<file path="src/sv/mtpg_pkg.sv">
// shared constants and types for the multitouch pad grid tracker
`default_nettype none

package mtpg_pkg;

  localparam int TOUCH_SLOTS = 5;
  localparam int GRID_COLS   = 4;
  localparam int GRID_ROWS   = 4;
  localparam int SLOT_W      = (TOUCH_SLOTS > 1) ? $clog2(TOUCH_SLOTS) : 1;
  localparam int SCAN_STEPS  = (GRID_COLS > GRID_ROWS) ? GRID_COLS : GRID_ROWS;
  localparam int PAD_W       = 6;
  localparam int CNT_W       = 3;
  localparam int EDGE_W      = 14;

  typedef logic [PAD_W-1:0] pad_t;

  localparam logic [1:0] MODE_TOUCH = 2'd0;
  localparam logic [1:0] MODE_ENTER = 2'd1;
  localparam logic [1:0] MODE_LEAVE = 2'd2;

  localparam logic [2:0] CFG_GRID_LEFT     = 3'd0;
  localparam logic [2:0] CFG_GRID_TOP      = 3'd1;
  localparam logic [2:0] CFG_CELL_WIDTH    = 3'd2;
  localparam logic [2:0] CFG_CELL_HEIGHT   = 3'd3;
  localparam logic [2:0] CFG_GAP_X         = 3'd4;
  localparam logic [2:0] CFG_GAP_Y         = 3'd5;
  localparam logic [2:0] CFG_ASSIGNED_MASK = 3'd6;
  localparam logic [2:0] CFG_PAD_KINDS     = 3'd7;

  typedef enum logic [2:0] {
    OP_NONE,
    OP_LOAD,
    OP_ENTER,
    OP_SCAN,
    OP_REL_OLD,
    OP_PRESS,
    OP_LEAVE,
    OP_LIFT
  } op_t;

  typedef enum logic [2:0] {
    ST_IDLE,
    ST_DECODE,
    ST_SCAN,
    ST_REL,
    ST_PRESS,
    ST_LEAVE,
    ST_LIFT
  } state_t;

  typedef struct packed {
    op_t  op;
    logic sel_cnt;
  } cmd_t;

  typedef struct packed {
    logic [1:0] mode;
    logic       slot_ok;
    logic       is_down;
    logic       hit;
    logic       scan_last;
    logic       slot_last;
    logic       want_rel;
    logic       want_press;
    logic       want_leave;
    logic       want_lift;
    logic       out_free;
  } stat_t;

endpackage

`default_nettype wire

</file>
<file path="src/sv/multitouch_pad_grid_tracker_unit.sv">
// top level of the multitouch pad grid tracker
//
// input channel (in_valid/in_ready): one item per touch event or enter/leave
// command. in_ready is high only while the controller is idle; an item is
// taken even when an earlier result still waits in the result register.
// result channel (out_valid/out_ready): pad press and release events, each
// from a registered output; last marks the final event of an item.
// configuration channel (cfg_valid/cfg_ready/cfg_index/cfg_data): always
// ready, one register written per handshake. the user must write only while
// the block is idle; the block itself does not enforce it.
// steps per item: load, then decode. a touch press then runs the hit scan,
// one pad column and one pad row per cycle, and on a hit a release and a press
// step. a lift runs a lift step, enter ends in decode, leave steps over the
// touch slots. each result is registered and shows in the cycle after its step.
// a step that would produce a result waits while the result register is full
// and out_ready is low, so a stalled receiver holds the block in that step.
// reset clears the slot table, pad on bits and result valid, and loads the
// configuration reset values.
`default_nettype none

module multitouch_pad_grid_tracker_unit (
  input  wire logic        clk,
  input  wire logic        rst,
  input  wire logic        cfg_valid,
  output logic             cfg_ready,
  input  wire logic [2:0]  cfg_index,
  input  wire logic [31:0] cfg_data,
  input  wire logic        in_valid,
  output logic             in_ready,
  input  wire logic [1:0]  mode,
  input  wire logic [2:0]  touch_slot,
  input  wire logic [10:0] pos_x,
  input  wire logic [10:0] pos_y,
  input  wire logic        is_down,
  output logic             out_valid,
  input  wire logic        out_ready,
  output logic             is_press,
  output logic [3:0]       pad_number,
  output logic             pad_level,
  output logic             notify,
  output logic             last
);
  import mtpg_pkg::*;

  cmd_t  cmd;
  stat_t stat;

  assign cfg_ready = 1'b1;

  mtpg_ctrl u_ctrl (
    .clk      (clk),
    .rst      (rst),
    .in_valid (in_valid),
    .in_ready (in_ready),
    .stat     (stat),
    .cmd      (cmd)
  );

  mtpg_datapath u_datapath (
    .clk        (clk),
    .rst        (rst),
    .cmd        (cmd),
    .stat       (stat),
    .cfg_valid  (cfg_valid),
    .cfg_index  (cfg_index),
    .cfg_data   (cfg_data),
    .mode       (mode),
    .touch_slot (touch_slot),
    .pos_x      (pos_x),
    .pos_y      (pos_y),
    .is_down    (is_down),
    .out_ready  (out_ready),
    .out_valid  (out_valid),
    .is_press   (is_press),
    .pad_number (pad_number),
    .pad_level  (pad_level),
    .notify     (notify),
    .last       (last)
  );

endmodule

`default_nettype wire

</file>
<file path="src/sv/mtpg_datapath.sv">
// datapath: configuration, hit scan, slot table, pad state and result register
`default_nettype none

module mtpg_datapath (
  input  wire logic           clk,
  input  wire logic           rst,
  input  wire mtpg_pkg::cmd_t cmd,
  output mtpg_pkg::stat_t     stat,
  input  wire logic           cfg_valid,
  input  wire logic [2:0]     cfg_index,
  input  wire logic [31:0]    cfg_data,
  input  wire logic [1:0]     mode,
  input  wire logic [2:0]     touch_slot,
  input  wire logic [10:0]    pos_x,
  input  wire logic [10:0]    pos_y,
  input  wire logic           is_down,
  input  wire logic           out_ready,
  output logic                out_valid,
  output logic                is_press,
  output logic [3:0]          pad_number,
  output logic                pad_level,
  output logic                notify,
  output logic                last
);
  import mtpg_pkg::*;

  localparam logic [1:0] KIND_TRIGGER   = 2'd0;
  localparam logic [1:0] KIND_MOMENTARY = 2'd1;
  localparam logic [1:0] KIND_TOGGLE    = 2'd2;

  logic [10:0] grid_left, grid_top;
  logic [9:0]  cell_width, cell_height;
  logic [7:0]  gap_x, gap_y;
  logic [15:0] assigned_mask;
  logic [31:0] pad_kinds;

  logic [1:0]  cur_mode;
  logic [2:0]  cur_slot;
  logic [10:0] cur_x, cur_y;
  logic        cur_down;

  logic [CNT_W-1:0]  cnt;
  logic [EDGE_W-1:0] col_edge, row_edge;
  logic              col_found, row_found;
  logic [2:0]        col_idx, row_idx;

  logic [TOUCH_SLOTS-1:0] owner_valid;
  pad_t                   owner [TOUCH_SLOTS];
  logic [15:0]            pad_on;

  logic [EDGE_W-1:0] col_end, row_end, x_ext, y_ext;
  logic              col_in, row_in, hit;
  pad_t              hit_pad;
  logic [SLOT_W-1:0] s_idx, c_idx, rd_idx;
  logic              rd_valid;
  pad_t              rd_owner;
  logic [TOUCH_SLOTS-1:0] match_hit, match_s, emits_rel, above;
  logic              other, still, held_same, more;
  logic              want_rel, want_press, want_lift, want_leave, out_free;
  logic              ev_emit, ev_pressed, ev_last, ev_on, ev_changed, on_old;
  pad_t              ev_pad;
  logic [1:0]        ev_kind;

  function automatic logic pad_assigned(logic [15:0] msk, pad_t p);
    return (p < pad_t'(16)) && msk[p[3:0]];
  endfunction

  // configuration registers
  always_ff @(posedge clk) begin
    if (rst) begin
      grid_left     <= 11'd10;
      grid_top      <= 11'd40;
      cell_width    <= 10'd70;
      cell_height   <= 10'd50;
      gap_x         <= 8'd5;
      gap_y         <= 8'd5;
      assigned_mask <= 16'd0;
      pad_kinds     <= 32'd0;
    end else if (cfg_valid) begin
      unique case (cfg_index)
        CFG_GRID_LEFT:     grid_left     <= cfg_data[10:0];
        CFG_GRID_TOP:      grid_top      <= cfg_data[10:0];
        CFG_CELL_WIDTH:    cell_width    <= cfg_data[9:0];
        CFG_CELL_HEIGHT:   cell_height   <= cfg_data[9:0];
        CFG_GAP_X:         gap_x         <= cfg_data[7:0];
        CFG_GAP_Y:         gap_y         <= cfg_data[7:0];
        CFG_ASSIGNED_MASK: assigned_mask <= cfg_data[15:0];
        CFG_PAD_KINDS:     pad_kinds     <= cfg_data;
        default: ;
      endcase
    end
  end

  // latched input item
  always_ff @(posedge clk) begin
    if (cmd.op == OP_LOAD) begin
      cur_mode <= mode;
      cur_slot <= touch_slot;
      cur_x    <= pos_x;
      cur_y    <= pos_y;
      cur_down <= is_down;
    end
  end

  // one column and one row edge per scan step
  assign x_ext   = EDGE_W'(cur_x);
  assign y_ext   = EDGE_W'(cur_y);
  assign col_end = col_edge + EDGE_W'(cell_width);
  assign row_end = row_edge + EDGE_W'(cell_height);
  assign col_in  = ({1'b0, cnt} < 4'(GRID_COLS)) && (x_ext >= col_edge) && (x_ext < col_end);
  assign row_in  = ({1'b0, cnt} < 4'(GRID_ROWS)) && (y_ext >= row_edge) && (y_ext < row_end);

  always_ff @(posedge clk) begin
    if (rst) begin
      cnt       <= '0;
      col_found <= 1'b0;
      row_found <= 1'b0;
    end else begin
      unique case (cmd.op)
        OP_LOAD: begin
          cnt       <= '0;
          col_found <= 1'b0;
          row_found <= 1'b0;
        end
        OP_SCAN: begin
          cnt <= cnt + 1'b1;
          if (!col_found && col_in) col_found <= 1'b1;
          if (!row_found && row_in) row_found <= 1'b1;
        end
        OP_LEAVE: cnt <= cnt + 1'b1;
        default: ;
      endcase
    end
  end

  always_ff @(posedge clk) begin
    if (cmd.op == OP_LOAD) begin
      col_edge <= EDGE_W'(grid_left);
      row_edge <= EDGE_W'(grid_top);
    end else if (cmd.op == OP_SCAN) begin
      col_edge <= col_edge + EDGE_W'(cell_width) + EDGE_W'(gap_x);
      row_edge <= row_edge + EDGE_W'(cell_height) + EDGE_W'(gap_y);
      if (!col_found && col_in) col_idx <= cnt;
      if (!row_found && row_in) row_idx <= cnt;
    end
  end

  assign hit     = col_found && row_found;
  assign hit_pad = pad_t'(pad_t'(row_idx) * pad_t'(GRID_COLS) + pad_t'(col_idx));

  // slot table lookups
  assign s_idx    = cur_slot[SLOT_W-1:0];
  assign c_idx    = cnt[SLOT_W-1:0];
  assign rd_idx   = cmd.sel_cnt ? c_idx : s_idx;
  assign rd_valid = owner_valid[rd_idx];
  assign rd_owner = owner[rd_idx];

  always_comb begin
    for (int j = 0; j < TOUCH_SLOTS; j++) begin
      match_hit[j] = owner_valid[j] && (owner[j] == hit_pad) && (SLOT_W'(j) != s_idx);
      match_s[j]   = owner_valid[j] && (owner[j] == rd_owner) && (SLOT_W'(j) != s_idx);
      emits_rel[j] = owner_valid[j] && pad_assigned(assigned_mask, owner[j]);
      above[j]     = SLOT_W'(j) > c_idx;
    end
  end

  assign other      = |match_hit;
  assign still      = |match_s;
  assign held_same  = rd_valid && (rd_owner == hit_pad);
  assign more       = |(emits_rel & above);
  assign want_rel   = hit && rd_valid && (rd_owner != hit_pad) &&
                      pad_assigned(assigned_mask, rd_owner);
  assign want_press = hit && !other && !held_same && pad_assigned(assigned_mask, hit_pad);
  assign want_lift  = rd_valid && !still && pad_assigned(assigned_mask, rd_owner);
  assign want_leave = emits_rel[c_idx];
  assign out_free   = !out_valid || out_ready;

  always_comb begin
    stat.mode       = cur_mode;
    stat.slot_ok    = {1'b0, cur_slot} < 4'(TOUCH_SLOTS);
    stat.is_down    = cur_down;
    stat.hit        = hit;
    stat.scan_last  = cnt == CNT_W'(SCAN_STEPS - 1);
    stat.slot_last  = cnt == CNT_W'(TOUCH_SLOTS - 1);
    stat.want_rel   = want_rel;
    stat.want_press = want_press;
    stat.want_leave = want_leave;
    stat.want_lift  = want_lift;
    stat.out_free   = out_free;
  end

  // pad event for the current command
  always_comb begin
    ev_emit    = 1'b0;
    ev_pad     = rd_owner;
    ev_pressed = 1'b0;
    ev_last    = 1'b1;
    unique case (cmd.op)
      OP_REL_OLD: begin
        ev_emit = want_rel;
        ev_last = !want_press;
      end
      OP_PRESS: begin
        ev_emit    = want_press;
        ev_pad     = hit_pad;
        ev_pressed = 1'b1;
      end
      OP_LEAVE: begin
        ev_emit = want_leave;
        ev_last = !more;
      end
      OP_LIFT: ev_emit = want_lift;
      default: ;
    endcase
  end

  assign ev_kind = pad_kinds[{ev_pad[3:0], 1'b0} +: 2];
  assign on_old  = pad_on[ev_pad[3:0]];

  always_comb begin
    case (ev_kind)
      KIND_TRIGGER: begin
        ev_on      = ev_pressed;
        ev_changed = ev_pressed;
      end
      KIND_MOMENTARY: begin
        ev_on      = ev_pressed;
        ev_changed = 1'b1;
      end
      KIND_TOGGLE: begin
        ev_on      = ev_pressed ? !on_old : on_old;
        ev_changed = ev_pressed;
      end
      default: begin
        ev_on      = on_old;
        ev_changed = 1'b0;
      end
    endcase
  end

  // slot table and pad on bits
  always_ff @(posedge clk) begin
    if (rst) begin
      owner_valid <= '0;
      pad_on      <= '0;
    end else begin
      if (ev_emit) pad_on[ev_pad[3:0]] <= ev_on;
      unique case (cmd.op)
        OP_ENTER: owner_valid        <= '0;
        OP_PRESS: owner_valid[s_idx] <= 1'b1;
        OP_LEAVE: owner_valid[c_idx] <= 1'b0;
        OP_LIFT:  owner_valid[s_idx] <= 1'b0;
        default: ;
      endcase
    end
  end

  always_ff @(posedge clk) begin
    if (cmd.op == OP_PRESS) owner[s_idx] <= hit_pad;
  end

  // result register
  always_ff @(posedge clk) begin
    if (rst) begin
      out_valid <= 1'b0;
    end else if (ev_emit) begin
      out_valid <= 1'b1;
    end else if (out_ready) begin
      out_valid <= 1'b0;
    end
  end

  always_ff @(posedge clk) begin
    if (ev_emit) begin
      is_press   <= ev_pressed;
      pad_number <= ev_pad[3:0];
      pad_level  <= ev_on;
      notify     <= ev_changed;
      last       <= ev_last;
    end
  end

`ifndef SYNTHESIS
  a_emit_free: assert property (@(posedge clk) disable iff (rst) ev_emit |-> out_free)
    else $error("result written over a waiting result");
  a_leave_sel: assert property (@(posedge clk) disable iff (rst)
    (cmd.op == OP_LEAVE) |-> cmd.sel_cnt)
    else $error("leave step reads the wrong slot");
  a_press_hit: assert property (@(posedge clk) disable iff (rst)
    (cmd.op == OP_PRESS) |-> hit)
    else $error("slot taken without a hit");
  a_reset_clean: assert property (@(posedge clk) rst |=> !out_valid && owner_valid == '0)
    else $error("state not cleared by reset");
`endif

endmodule

`default_nettype wire

</file>
<file path="src/sv/mtpg_ctrl.sv">
// controller state machine sequencing load, decode, scan, release, press, leave and lift steps
`default_nettype none

module mtpg_ctrl (
  input  wire logic            clk,
  input  wire logic            rst,
  input  wire logic            in_valid,
  output logic                 in_ready,
  input  wire mtpg_pkg::stat_t stat,
  output mtpg_pkg::cmd_t       cmd
);
  import mtpg_pkg::*;

  state_t state, state_next;

  always_ff @(posedge clk) begin
    if (rst) begin
      state <= ST_IDLE;
    end else begin
      state <= state_next;
    end
  end

  always_comb begin
    state_next  = state;
    in_ready    = 1'b0;
    cmd.op      = OP_NONE;
    cmd.sel_cnt = 1'b0;
    unique case (state)
      ST_IDLE: begin
        in_ready = 1'b1;
        if (in_valid) begin
          cmd.op     = OP_LOAD;
          state_next = ST_DECODE;
        end
      end
      ST_DECODE: begin
        unique case (stat.mode)
          MODE_ENTER: begin
            cmd.op     = OP_ENTER;
            state_next = ST_IDLE;
          end
          MODE_LEAVE: state_next = ST_LEAVE;
          MODE_TOUCH: begin
            if (!stat.slot_ok) state_next = ST_IDLE;
            else if (stat.is_down) state_next = ST_SCAN;
            else state_next = ST_LIFT;
          end
          default: state_next = ST_IDLE;
        endcase
      end
      ST_SCAN: begin
        cmd.op = OP_SCAN;
        if (stat.scan_last) state_next = ST_REL;
      end
      ST_REL: begin
        if (!stat.hit) begin
          state_next = ST_IDLE;
        end else if (!stat.want_rel) begin
          state_next = ST_PRESS;
        end else if (stat.out_free) begin
          cmd.op     = OP_REL_OLD;
          state_next = ST_PRESS;
        end
      end
      ST_PRESS: begin
        if (!stat.want_press || stat.out_free) begin
          cmd.op     = OP_PRESS;
          state_next = ST_IDLE;
        end
      end
      ST_LEAVE: begin
        cmd.sel_cnt = 1'b1;
        if (!stat.want_leave || stat.out_free) begin
          cmd.op = OP_LEAVE;
          if (stat.slot_last) state_next = ST_IDLE;
        end
      end
      ST_LIFT: begin
        if (!stat.want_lift || stat.out_free) begin
          cmd.op     = OP_LIFT;
          state_next = ST_IDLE;
        end
      end
      default: state_next = ST_IDLE;
    endcase
  end

endmodule

`default_nettype wire

</file>
<file path="config.mk">
export PLATFORM = sky130hd
export DESIGN_NAME = multitouch_pad_grid_tracker_unit
export DESIGN_NICKNAME = d
export VERILOG_FILES = /design/src/sv/mtpg_pkg.sv /design/src/sv/multitouch_pad_grid_tracker_unit.sv /design/src/sv/mtpg_datapath.sv /design/src/sv/mtpg_ctrl.sv
export SDC_FILE = /design/constraint.sdc
export NUM_CORES = 1
export LEC_CHECK = 0
export BUFFER_PORTS_ARGS = -buffer_cell sky130_fd_sc_hd__buf_4
export CAP_MARGIN = 20
export CORE_MARGIN = 3
export CORE_UTILIZATION = 25
export CTS_BUF_LIST = sky130_fd_sc_hd__clkbuf_16
export DETAILED_ROUTE_END_ITERATION = 10
export GPL_ROUTABILITY_DRIVEN = 0
export GPL_TIMING_DRIVEN = 0
export HOLD_SLACK_MARGIN = 0.02
export PLACE_DENSITY = 0.47
export SLEW_MARGIN = 10
export SYNTH_ARGS = -nofsm -noshare
export SYNTH_HDL_FRONTEND = slang
export SYNTH_SLANG_ARGS = --single-unit
</file>
<file path="constraint.sdc">
create_clock -name clk -period 5.6 [get_ports clk]
set_input_delay 0.56 -clock clk [delete_from_list [all_inputs] [get_ports clk]]
set_output_delay 0.56 -clock clk [all_outputs]
set_load 0.01 [all_outputs]
</file>
==> metrics.csv, run 1 <==
stage,metric,value,unit
run_status,status,"finished, final reports clean",
pwr,powerDensity,327,nW/µm²
routing,drtPass1Iterations,5,
synth,synth-simple-area-share,0.164,
clocking,clkLatencyLatePin,0.59,ns
critical_path,ff2ff_path_depth,18,
synth,syn_nets,1841,
global_routing,grt_most_used_layer,met2,
critical_path,cp.arrival,5.73,ns
routing,drc,0,
placed_design,dp_hpwl,40100,µm
floorplanning,die_height,258,µm
synth,synth_edf_count,112,
pwr,power,0.00609,W
synth,syn_area,15900,µm²
timing,rsz0062_at_grt,no,
global_routing,grt_max_degree,24,
global_routing,use_met1,0.205,
pwr,p_leak,7.06,nW
synth,yosysTopAreaCellShare,0.212,
critical_path,critPathKind,reg -> reg,
clocking,cts.htree.levels,1,
critical_path,critPathLaunchType,register,
clocking,clockBufferDepth,3,
timing,fin_crit_sh,0.943,
synth,synth_xor_area_frac,0.0579,
clocking,cts_hold_buf,0,
routing,wl_per_cell,19.7,µm
final_layout,fillers,6488,
clocking,cts.reportedPaths.clkPinSlew,0.06,ns
critical_path,critPathMaxFanout,12,
timing,hold_viol,0,
timing,final_max_slew_viol_count,0,
synth,yosysWarnings,0,
synth,yosys.area.top_type,edfxtp_1,
timing,finalCriticalPeriod,5.28,ns
global_routing,grt_util_all_layers,0.153,
floorplanning,core-area,62300,µm²
floorplanning,num_rows,91,
routing,routed_wl,52200,µm
critical_path,path_delay_family,buffers and inverters,
placed_design,dp.cells,2595,
synth,yosysSeqAreaShare,0.391,
final_layout,fin_nets,1946,
routing,num_vias,13100,
global_routing,gr-usage-met3,0.0201,
job,drv_cap,0,
synth,syn_area_per_cell,9.39,µm²
final_layout,drive_gt1_frac,0.145,
routing,ant_nets,0,
synth,ys.flop_type,dfxtp_1,
synth,synthTopCellsByArea,"edfxtp_1 21%, dfxtp_1 18%, mux4_2 6.7%, nand2_1 6.6%, ha_1 6.4%",
critical_path,cp_slowest_cell,edfxtp_1,
global_routing,grt_remaining_overflow,0,
clocking,cts_tree,built,
timing,max_freq,0.189,GHz
critical_path,reg2reg_slack,0.32,ns
global_routing,grt_pass1_vias,13100,
routing,drt_iter0_drc,872,
floorplanning,dieArea,66500,µm²
clocking,cts_root_buf,clkbuf_16,
synth,syn_inst,1688,
critical_path,cpPeakStageDelay,0.66,ns
pwr,ir_drop,0.000263,V
hold_path,holdPathStages,1,
hold_path,hold_path_class,in -> reg,
clocking,cts.sink_count,254,
final_layout,fin_cells,2654,
synth,synth-compound-area-share,0.153,
floorplanning,start_util,0.255,
global_routing,antenna_found_initial,1,
global_routing,grt_pass1_wl,79500,µm
synth,synthDistinctLibCells,85,
critical_path,crit_path_end_kind,register,
floorplanning,die_w,258,µm
critical_path,r2r-start,u_datapath.col_idx[0],
synth,yosysMostFrequentCell,nand2_1,
synth,synth_seq_cells,254,
critical_path,path_buf_inv,6,
global_routing,met2_usage,0.251,
hold_path,holdCritStartpoint,pos_y[0],
timing,tightest_slew,1.05,ns
critical_path,crit_path_cell_trace,"buf_2, mux4_2, mux4_2, and4b_1, a21oi_2, a31oi_1, inv_2, a22oi_4, inv_2, buf_6, buf_6, mux2i_1, o22ai_1, nor4_4, buf_4, and4b_1, a21o_1, a21oi_1",
timing,fin_skew,0.0179,ns
timing,slew_headroom,0.299,
synth,synthTopCellsByCount,"279 x nand2_1, 183 x a21oi_1, 142 x dfxtp_1, 112 x edfxtp_1, 112 x nor2_1",
timing,final-setup-viol-count,0,
clocking,numCtsBuffers,30,
floorplanning,io_pins,79,
synth,ys_async_sr_fraction,0,
synth,synthAdderAreaFrac,0.0690,
critical_path,cp.required,6.04,ns
critical_path,r2r-end,u_datapath.pad_on[10],
final_layout,syn_to_final_growth,17.5,%
synth,synth_top_family_by_area,simple AND/OR/NAND/NOR gates,
hold_path,hold-path-endpoint,u_datapath.cur_y[0],
routing,vias_per_cell,4.92,
final_layout,num_antenna_cells,0,
placed_design,io_buffers,66,
synth,muxShareOfSynthArea,0.112,
-- registers in the layout (all words and copies together), names as in the netlist, 2 cells and up --
name / count
u_datapath.cell_width: 10
u_datapath.grid_top: 11
u_datapath.cur_x: 11
u_datapath.owner: 48
u_datapath.row_edge: 14
u_datapath.owner_valid: 5
u_ctrl.state: 3
u_datapath.col_edge: 14
u_datapath.col_idx: 3
u_datapath.cur_y: 11
u_datapath.grid_left: 11
u_datapath.row_idx: 3
u_datapath.pad_number: 4
u_datapath.pad_kinds: 32
u_datapath.cur_slot: 3
u_datapath.c_idx: 3
u_datapath.assigned_mask: 16
u_datapath.gap_x: 8
u_datapath.gap_y: 8
u_datapath.cur_mode: 2
u_datapath.cell_height: 10
u_datapath.pad_on: 16
-- routing by layer --
layer / part of all wire / wire, µm / up-vias
met4: 0.039 / 2020 / 2
met5: 0.00023 / 12 / -
li1: - / - / 6275
met1: 0.44 / 23200 / 6250
met2: 0.46 / 24000 / 424
met3: 0.057 / 2970 / 116
-- where the power goes --
| part | total, W | internal [W] | leakage, nW | switching (W) |
|---|---|---|---|---|
| sequential | 0.00215 | 0.00208 | 2.20 | 0.0000765 |
| clock | 0.00207 | 0.00122 | 0.522 | 0.000842 |
| combinational | 0.00187 | 0.000790 | 4.33 | 0.00108 |
| total | 0.00609 | 0.00409 | 7.06 | 0.00200 |
-- worst register-to-register path, stage by stage, from the launching register on --
cell and delay [ns]:
edfxtp_1 0.66, buf_2 0.45, mux4_2 0.55, mux4_2 0.51, and4b_1 0.26, a21oi_2 0.29
a31oi_1 0.11, inv_2 0.22, a22oi_4 0.15, inv_2 0.12, buf_6 0.17, buf_6 0.21
mux2i_1 0.22, o22ai_1 0.15, nor4_4 0.33, buf_4 0.24, and4b_1 0.20, a21o_1 0.20
a21oi_1 0.10
-- area by class of cell --
cell class | instances | area (µm²) | share of cell area
inverters | 90 | 338 | 0.0181
clock inverters | 22 | 189 | 0.0101
repair buffers | 73 | 587 | 0.0315
well taps | 837 | 1050 | 0.0562
plain buffers | 98 | 483 | 0.0259
flip-flops and latches | 254 | 6210 | 0.333
clock buffers | 34 | 851 | 0.0456
multi-input cells | 1246 | 8940 | 0.480
-- cell usage in the layout (no fill, tap or decap), drive strengths merged, types with 10 or more instances in the layout --
| master | Yosys | final |
|---|---|---|
| nand2 | 279 | 279 |
| a21oi | 184 | 184 |
| dfxtp | 142 | 142 |
| nor2 | 113 | 113 |
| edfxtp | 112 | 112 |
| buf | 40 | 112 |
| inv | 90 | 97 |
| clkbuf | 58 | 93 |
| ha | 81 | 81 |
| xnor2 | 63 | 63 |
| mux2i | 61 | 61 |
| mux4 | 47 | 47 |
| xor2 | 41 | 41 |
| a21o | 32 | 32 |
| nor3 | 30 | 30 |
| nand3 | 26 | 26 |
| o21ai | 25 | 25 |
| o21bai | 20 | 20 |
| nand3b | 18 | 18 |
| nand4 | 16 | 16 |
| o21a | 16 | 16 |
| o221ai | 16 | 16 |
| nand2b | 14 | 14 |
| a211oi | 13 | 13 |
| nor2b | 12 | 12 |
| a22oi | 10 | 10 |
-- cell families after synthesis --
| family | Yosys count |
|---|---|
| other | 1 |
| multiplexers | 117 |
| flip-flops | 254 |
| AND/OR/NAND/NOR | 560 |
| buffers and inverters | 188 |
| adder cells (fa/ha/maj) | 85 |
| XOR/XNOR | 104 |
| AO/OA/AOI/OAI | 379 |
-- metrics by stage --
step | setup WS [ns] | setup TNS, ns | hold WS (ns) | utilization | cell area, µm²
floorplan | 1.15 | 0 | 0.420 | - | 15900
CTS | 0.0929 | 0 | 0.122 | 0.298 | 18500
global placement | -0.497 | -7.75 | 0.439 | 0.279 | 17400
finish | 0.318 | 0 | 0.149 | 0.299 | 18600
detailed placement | -0.602 | -9.22 | 0.437 | 0.281 | 17500
global route | 0.00632 | 0 | 0.134 | 0.299 | 18600
-- worst max-delay path by stage --
| stage | startpoint | cells past startpoint | slack [ns] | to |
|---|---|---|---|---|
| detailed placement | u_datapath.row_idx[0] | 19 | -0.60 | u_datapath.pad_on[11] |
| global route | u_datapath.row_idx[0] | 21 | 0.006 | u_datapath.pad_on[10] |
| finish | u_datapath.col_idx[0] | 18 | 0.32 | u_datapath.pad_on[10] |
| CTS | u_datapath.row_idx[0] | 19 | 0.09 | u_datapath.pad_on[4] |
| global placement | u_datapath.row_idx[0] | 19 | -0.50 | u_datapath.pad_on[15] |
| floorplan | u_datapath.row_idx[0] | 18 | 1.15 | u_datapath.pad_on[4] |
-- what timing repair did --
action / in CTS / in global routing
gates cloned: 0 / 0
setup endpoints to repair: 21 / 16
resized for setup: 8 / 17
endpoints found under the hold margin: 0 / 0
buffers inserted: 0 / 0
No activity file was read; power rests on OpenSTA's default activity.
==> run 2: changes to the inputs <==
- GPL_TIMING_DRIVEN: 0 -> unset
==> metrics.csv, run 2 (same netlist as run 1, synthesis figures left out) <==
stage,metric,value,unit
clocking,clockBufferDepth,3,
job,drv_cap,0,
timing,tightest_slew,0.995,ns
floorplanning,num_rows,91,
clocking,cts-resized-gates,0,
routing,drt_iter0_drc,1018,
global_routing,grt_remaining_overflow,0,
routing,wl_per_cell,19.4,µm
final_layout,drive_gt1_frac,0.155,
critical_path,crit_path_end_kind,register,
final_layout,multi_input_area,8840,µm²
timing,fin_crit_sh,0.924,
timing,fin_skew,0.0240,ns
timing,slew_headroom,0.332,
timing,final-setup-viol-count,0,
final_layout,regMostFlops,u_datapath.owner,
timing,setup_slack,0.428,ns
critical_path,critPathLaunchType,register,
global_routing,grt_util_all_layers,0.150,
final_layout,utilization,0.297,
routing,ant_nets,0,
run_status,status,"finished, final reports clean",
global_routing,grt_pass1_vias,13000,
final_layout,num_antenna_cells,0,
final_layout,largest_register_ffs,48,
placed_design,dp_hpwl,37900,µm
clocking,numCtsBuffers,31,
clocking,cts_tree,built,
floorplanning,die_height,258,µm
timing,rsz0062_at_grt,no,
global_routing,grt_pass1_wl,78300,µm
placed_design,io_buffers,77,
routing,drtPass1Iterations,7,
global_routing,grt_max_degree,85,
floorplanning,die_w,258,µm
clocking,cts_setup_buffers,0,
critical_path,critPathKind,reg -> reg,
final_layout,postLayoutCellArea,18500,µm²
floorplanning,start_util,0.255,
pwr,ir_drop,0.000241,V
critical_path,cp.required,6.11,ns
final_layout,fillers,6537,
clocking,cts_root_buf,clkbuf_16,
final_layout,layout_common_cells,"279 x nand2_1, 183 x a21oi_1, 142 x dfxtp_1",
critical_path,cp.arrival,5.68,ns
final_layout,ff_latch_area,6210,µm²
routing,drc,0,
critical_path,critPathMaxFanout,13,
routing,vias_per_cell,4.95,
global_routing,antenna_found_initial,0,
timing,fin_tns_setup,0,ns
routing,routed_wl,50900,µm
floorplanning,dieArea,66500,µm²
clocking,cts.sink_count,254,
final_layout,fin_nets,1914,
placed_design,pre_cts_ws,0.564,ns
clocking,cts_hold_buf,0,
timing,hold_viol,0,
floorplanning,core-area,62300,µm²
pwr,p_leak,7.09,nW
placed_design,postPlaceCellArea,17500,µm²
timing,finalCriticalPeriod,5.17,ns
routing,num_vias,13000,
floorplanning,io_pins,79,
clocking,cts.htree.levels,1,
final_layout,syn_to_final_growth,16.7,%
pwr,powerDensity,325,nW/µm²
timing,final_max_slew_viol_count,0,
final_layout,top_regs,"u_datapath.owner: 48 flops, u_datapath.pad_kinds: 32 flops",
hold_path,hold_path_class,in -> reg,
timing,max_freq,0.193,GHz
final_layout,final_common_cell,nand2_1,
clocking,clkLatencyLatePin,0.61,ns
clocking,cts.reportedPaths.clkPinSlew,0.06,ns
pwr,power,0.00601,W
run 2: final timing paths:
path,startpoint,endpoint,slack (ns),cells after the start
worst min register to register,u_datapath.pad_kinds[27],u_datapath.pad_kinds[27],0.45,2
worst min-delay path,pos_x[2],u_datapath.cur_x[2],0.13,1
worst max-delay path,u_datapath.row_idx[0],u_datapath.pad_on[7],0.43,18
worst max register to register,u_datapath.row_idx[0],u_datapath.pad_on[7],0.43,18
run 2: metrics by stage:
stage / cells / hold slack [ns]
floorplan: 1688 / 0.420
global placement: 2561 / 0.448
detailed placement: 2563 / 0.447
CTS: 2621 / 0.0910
global route: 2623 / 0.102
finish: 2623 / 0.131
run 2: where the power goes:
group          switching [W]  internal [W]  total [W]  leakage [nW]
logic                0.00102      0.000783    0.00180          4.35
registers          0.0000940       0.00208    0.00217          2.20
clock network       0.000883       0.00116    0.00204         0.538
total                0.00199       0.00402    0.00601          7.09
run 2: per-layer routing:
metal / vias up / GRT usage / wire length, µm
li1: 6202 / - / -
met1: 6341 / 0.199 / 23400
met2: 349 / 0.248 / 23800
met3: 85 / 0.0227 / 2170
met4: 0 / 0.0506 / 1640
met5: - / 0 / 0
run 2: critical path, stage by stage (launching register included):
cell       delay [ns]
edfxtp_1         0.37
ha_1             0.31
ha_1             0.61
xnor2_1          0.17
nand4_1          0.12
a2111oi_0        0.42
and4b_1          0.28
a21oi_1          0.28
a31oi_1          0.12
inv_2            0.21
a22oi_4          0.07
inv_2            0.26
buf_4            0.22
a2111oi_0        0.06
a221o_1          0.29
a211o_1          0.44
o21ai_1          0.48
o221ai_1         0.21
a21oi_1          0.16
run 2: final cells by class:
cell class / instances / share of cell area
Clock inverter: 22 / 0.00750
Tap cell: 837 / 0.0566
Inverter: 90 / 0.0182
Multi-Input combinational cell: 1246 / 0.477
Clock buffer: 36 / 0.0487
Sequential cell: 254 / 0.335
Timing Repair Buffer: 138 / 0.0564
